### config.mk
export PLATFORM = sky130hd
export DESIGN_NAME = gpe_pipe_div
export DESIGN_NICKNAME = d
export VERILOG_FILES = /design/src/gpe_pipe_div.sv
export SDC_FILE = /design/constraint.sdc
export NUM_CORES = 1
export LEC_CHECK = 0
export ABC_AREA = 1
export BUFFER_PORTS_ARGS = -buffer_cell sky130_fd_sc_hd__buf_2
export CAP_MARGIN = 20
export CORE_MARGIN = 3
export CORE_UTILIZATION = 30
export CTS_BUF_LIST = sky130_fd_sc_hd__clkbuf_2
export CTS_CLUSTER_DIAMETER = 60
export DETAILED_ROUTE_END_ITERATION = 7
export PLACE_DENSITY = 0.54
export SLEW_MARGIN = 20
export SYNTH_ARGS = -nofsm -noshare
export SYNTH_HDL_FRONTEND = slang
export SYNTH_SLANG_ARGS = --single-unit
### constraint.sdc
create_clock -name clk -period 3.78 [get_ports clk]
set_input_delay 0 -clock clk [delete_from_list [all_inputs] [get_ports clk]]
set_output_delay 0 -clock clk [all_outputs]
set_load 0.05 [all_outputs]
### src/gpe_pipe_div.sv
`timescale 1ns / 1ps
`default_nettype none

// restoring divider, one quotient bit per stage; needs num < den << QW
module gpe_pipe_div #(
    parameter int NW = 8,
    parameter int DW = 8,
    parameter int QW = 4,
    parameter int SW = 1
) (
    input  logic          clk,
    input  logic          rst_n,
    input  logic          en,
    input  logic          in_valid,
    input  logic [NW-1:0] num,
    input  logic [DW-1:0] den,
    input  logic [SW-1:0] side_in,
    output logic          out_valid,
    output logic [QW-1:0] quo,
    output logic [DW-1:0] rem,
    output logic [SW-1:0] side_out
);

    localparam int WW = (NW > DW + QW) ? NW : DW + QW;

    logic          v_reg    [QW];
    logic [WW-1:0] rem_reg  [QW];
    logic [QW-1:0] quo_reg  [QW];
    logic [DW-1:0] den_reg  [QW];
    logic [SW-1:0] side_reg [QW];

    for (genvar g = 0; g < QW; g++)
    begin : g_step
        logic [WW-1:0] rem_in, trial;
        logic [QW-1:0] quo_in;
        logic [DW-1:0] den_in;
        logic [SW-1:0] side_x;
        logic          v_in, take;

        if (g == 0)
        begin : g_first
            assign rem_in = WW'(num);
            assign quo_in = '0;
            assign den_in = den;
            assign side_x = side_in;
            assign v_in   = in_valid;
        end
        else
        begin : g_rest
            assign rem_in = rem_reg[g-1];
            assign quo_in = quo_reg[g-1];
            assign den_in = den_reg[g-1];
            assign side_x = side_reg[g-1];
            assign v_in   = v_reg[g-1];
        end

        assign trial = WW'(den_in) << (QW - 1 - g);
        assign take  = rem_in >= trial;

        always_ff @(posedge clk or negedge rst_n)
        begin
            if (!rst_n)
                v_reg[g] <= 1'b0;
            else if (en)
                v_reg[g] <= v_in;
        end

        always_ff @(posedge clk)
        begin
            if (en)
            begin
                rem_reg[g]  <= take ? rem_in - trial : rem_in;
                quo_reg[g]  <= {quo_in[QW-2:0], take};
                den_reg[g]  <= den_in;
                side_reg[g] <= side_x;
            end
        end
    end

    assign out_valid = v_reg[QW-1];
    assign quo       = quo_reg[QW-1];
    assign rem       = rem_reg[QW-1][DW-1:0];
    assign side_out  = side_reg[QW-1];

endmodule

`default_nettype wire

# Yosys cells after proc, flatten, opt, wreduce, memory -nomap -nowiden
# Memories as Yosys holds them, arrays and structs flattened.
# Index checks and enable logic that the tools add are counted.
[totals]
register_bits = 4
latchBits = 0
mem_bits_rw = 100
romBits = 0
in_bits = 21
output_inout_bits = 14
word_cells = 22
mem_count = 4
[op_classes]
addsub = 4
multipliers = 0
div_mod_pow = 0
n_lt_le_gt_ge = 4
eq_ne = 0
shift = 0
n_mux = 6
n_bitwise = 0
n_reduce_logical = 0
[memory_table]
columns = ["memory", "depth", "word_bits", "rd", "rd_clocked_by_memory_dff", "wr", "line", "source"]
rows = [
  ["rem_reg", 4, 12, 4, 0, 4, "27", "logic [WW-1:0] rem_reg [QW];"],
  ["den_reg", 4, 8, 3, 0, 4, "29", "logic [DW-1:0] den_reg [QW];"],
  ["quo_reg", 4, 4, 4, 0, 4, "28", "logic [QW-1:0] quo_reg [QW];"],
  ["side_reg", 4, 1, 4, 0, 4, "30", "logic [SW-1:0] side_reg [QW];"],
]
[ops]
columns = ["cell", "count"]
rows = [
  ["2-to-1 mux 12 bit", 4],
  ["greater-or-equal comparator 12 x 10 -> 1 bit", 1],
  ["greater-or-equal comparator 12 x 8 -> 1 bit", 1],
  ["greater-or-equal comparator 12 x 9 -> 1 bit", 1],
  ["subtractor 12 x 10 -> 12 bit", 1],
  ["subtractor 12 x 8 -> 12 bit", 1],
  ["subtractor 12 x 9 -> 12 bit", 1],
  ["subtractor 8 x 11 -> 12 bit", 1],
  ["greater-or-equal comparator 8 x 11 -> 1 bit", 1],
  ["2-to-1 mux 1 bit", 2],
]

# Depth between registers and ports, before layout
# An unclocked memory read counts as a cell.
[depth]
word_depth = 3
mapped_depth = 13
depth_no_buf = 12

# Worst setup path after synthesis
# No wires, ideal clock.
[synth_timing]
path_kind = "register to register"
startpoint = "memory rem_reg[0][2] (netlist name)"
endpoint = "memory rem_reg[1][8] (netlist name) (data pin)"
setup_time_ps = 253
t_arrival_ps = 1641
t_required_ps = 3527
setup_slack_ps = 1886
path_stages_with_launch = 14
n_path_buf = 1
period_less_slack_ps = 1894
cell_sequence = "edfxtp_1 -> inv_1 -> ha_1 -> inv_1 -> fa_1 -> nand2_2 -> nand2_2 -> nand3_2 -> nand2_2 -> nand2_4 -> nand2_4 -> buf_8 -> nand3b_2 -> nand2_1"
[synth_rtl]
columns = ["item", "line"]
rows = [
  ["from (decl)", "27"],
]

==> results.toml <==
[layout]
area_growth_pct = 16.0
largest_register_ffs = 44
final_util_pct = 35.9
ff_latch_area_sq_mm = 0.00256
multi_input_area_sq_mm = 0.00202
fillers = 1669
drive_gt1_share_pct = 14.9
layout.nets = 652

[routing]
first_iter_violations = 116
drt_wl_total_mm = 8.97
drtAntennaViolNets = 0
first_pass_iters = 4
routedWlPerCell_microns = 10.9
viasPerCell = 4.32
num_vias = 3540
route.detailed.drc = 0

[timing]
maxSlewViolCount = 0
hold_viol_final = 0
post-route-min-period_ns = 2.06
setup_violations = 0
slew_headroom_pct = 50.4
final.period_utilization_pct = 54.5
whs_ns = 0.0808
fmax_ghz = 0.485
rsz0062_at_grt = "false"
tightest_slew_ns = 0.743
skew_ns = 0.0479
final.setup.tns_ns = 0

[power_and_ir_drop]
internal-power_mw = 1.72
power_frac_seq_pct = 47.3
vdd_drop_max_mv = 0.168
p_sw_mw = 0.939
power_density_mw_per_mm2 = 462
power_mw = 2.66
clkPwrFrac_pct = 21.6
p_leak_nw = 2.67
p_comb_share_pct = 31.2
swShare_pct = 35.3

[place]
place_hpwl_mm = 6.97
gp_congestion = 0.870
io_buffers = 34

[critical_path]
crit_type = "register to register"
cpMostUsedCell = "nand2_2"
critPathLaunchType = "register"
end_kind = "register"
arrival_ns = 2.45
slowest_stage = "edfxtp_1"
required_ns = 4.17
path_buf_inv = 2
critPathMaxStageDelay_ns = 0.42
cp_top_family = "simple AND/OR/NAND/NOR gates"
crit_chain = "inv_1 -> ha_1 -> inv_1 -> fa_1 -> nand2_2 -> nand2_2 -> nand3_2 -> nand2_2 -> nand2_4 -> nand2_4 -> nand2_1 -> o21ai_0"
path_max_fanout = 12

[global_routing]
grtUsageTotal_pct = 10.6
grt_overflow = 0
antenna_found_initial = 1
grt_pass1_vias = 3515
grt_max_degree = 62
grt_pass1_wl_mm = 15.3

[floorplan]
rows = 46
fp.dieH_microns = 135
floorplan.initialDensity_pct = 31.0
die_w_microns = 135
dieArea_sq_mm = 0.0181
core-area_sq_mm = 0.0160
ios = 35

[outcome]
status = "finished clean"

[cts]
post_cts_resized = 0
clk_latency_ns = 0.60
post_cts_buffers = 0
cts_buffers = 9
cts_sinks = 86
cts.reportedPaths.clkPinSlew_ns = 0.26
clockBufferDepth = 2
cts_hold_buf = 22
htree_levels = 3
root_buffer = "clkbuf_2"
cts_tree = "done"

[logic_synthesis]
syn-num-nets = 587
synth-main-ff-cell = "edfxtp_1"
syn-mean-instance-area_sq_um = 9.30
yosysMostFrequentCell = "nand2_1"
seq_area_frac_synth_pct = 51.7
synth_top_area_share_pct = 49.7
ys_ff_latch = 86
yosysTopAreaCell = "edfxtp_1"
async_flop_share_pct = 4.65
synthCells = 533
synthTopCellsByCount = "nand2_1 (162), inv_1 (88), edfxtp_1 (82), nand3_1 (32)"
ys_top_cells_by_area = "edfxtp_1 (50%), nand2_1 (12%), ha_1 (7.3%)"
yosys_warnings = 0
synth_area_sq_mm = 0.00495
yosysUniqueCellTypes = 35
synth_edf_count = 82

[min_path]
hold_class = "input port to register"

[run]
max_cap_violations = 0
worst reg2reg max path: stages (launching register included):
cell	delay (ns)
edfxtp_1	0.42
inv_1	0.08
ha_1	0.14
inv_1	0.07
fa_1	0.40
nand2_2	0.10
nand2_2	0.08
nand3_2	0.07
nand2_2	0.08
nand2_4	0.13
nand2_4	0.12
nand2_1	0.08
o21ai_0	0.09
area by class of cell:
| cell class | instances | share of cell area, % |
|---|---|---|
| Antenna cell | 1 | 0.0436 |
| Clock buffer | 9 | 0.784 |
| Clock inverter | 7 | 1.79 |
| Inverter | 92 | 6.01 |
| Multi-Input combinational cell | 352 | 35.1 |
| Sequential cell | 86 | 44.6 |
| Tap cell | 216 | 4.70 |
| Timing Repair Buffer | 57 | 6.97 |
logic make-up (layout without fill, tap and decap cells):
logic type	after synthesis	after routing	share of synthesized area, %
and+or+nand+nor	274	274	25.8
buffers and inverters	95	165	7.58
DFF	86	86	51.7
AOI/OAI and AO/OA	34	34	3.99
adders and majority gates	33	33	8.94
xor gates and xnor gates	11	11	1.94
other	0	1	0
path summary, 6_finish.rpt:
path	start	end	slack [ns]	depth (start not counted)
max	rem_reg[0][2]	rem_reg[1][2]	1.72	12
min	side_in	side_reg[0]	0.08	2
max reg2reg	rem_reg[0][2]	rem_reg[1][2]	1.72	12
min reg2reg	quo_reg[2][0]	quo_reg[3][1]	0.45	0
max in group asynchronous	rst_n	g_step[1].v_in	3.31	3
min in group asynchronous	rst_n	g_step[2].v_in	0.32	3
routing by layer:
metal  vias up  GRT usage, %  part of all wire (%)  wire [microns]
met3        21          2.31                   3.2             291
met1      1590          11.9                    45            4020
met5         -             0                     0               0
met4         0          5.94                   3.0             270
li1       1873             -                     -               -
met2        56          18.8                    49            4390
power groups by stage:
stage          Sequential [mW]  Combinational, mW  Clock (mW)
2_1_floorplan             1.37              0.548           0
3_3_place_gp              1.28              0.806           0
3_5_place_dp              1.28              0.814           0
4_1_cts                   1.26              0.834       0.596
5_1_grt                   1.27              0.949       0.633
6_report                  1.26              0.829       0.573
layout by cell type, fill, tap and decap left out, types with 3 or more instances in the layout:
master / synthesis / layout
fa_1: 4 / 4
nor2_2: 3 / 3
nand2_1: 162 / 162
buf_2: 0 / 33
nand3_1: 32 / 32
nand3_2: 4 / 4
xor2_1: 7 / 7
edfxtp_1: 82 / 82
nand4_1: 14 / 14
inv_1: 88 / 88
dlygate4sd3_1: 0 / 22
nor2_1: 29 / 29
o21ai_0: 12 / 12
xnor2_1: 4 / 4
inv_2: 4 / 4
a21oi_1: 16 / 16
nand2_2: 13 / 13
ha_1: 29 / 29
clkbuf_2: 0 / 9
dfrtp_1: 4 / 4
per-stage QoR:
step / setup WS, ns / instance area [sq um] / cells
4_1_cts: 1.71 / 5740 / 819
2_1_floorplan: 1.89 / 4950 / 533
5_1_grt: 1.51 / 5750 / 820
3_5_place_dp: 1.75 / 5380 / 781
6_report: 1.72 / 5750 / 820
3_3_place_gp: 1.80 / 5380 / 781
Power figures use the tool's default switching activity.
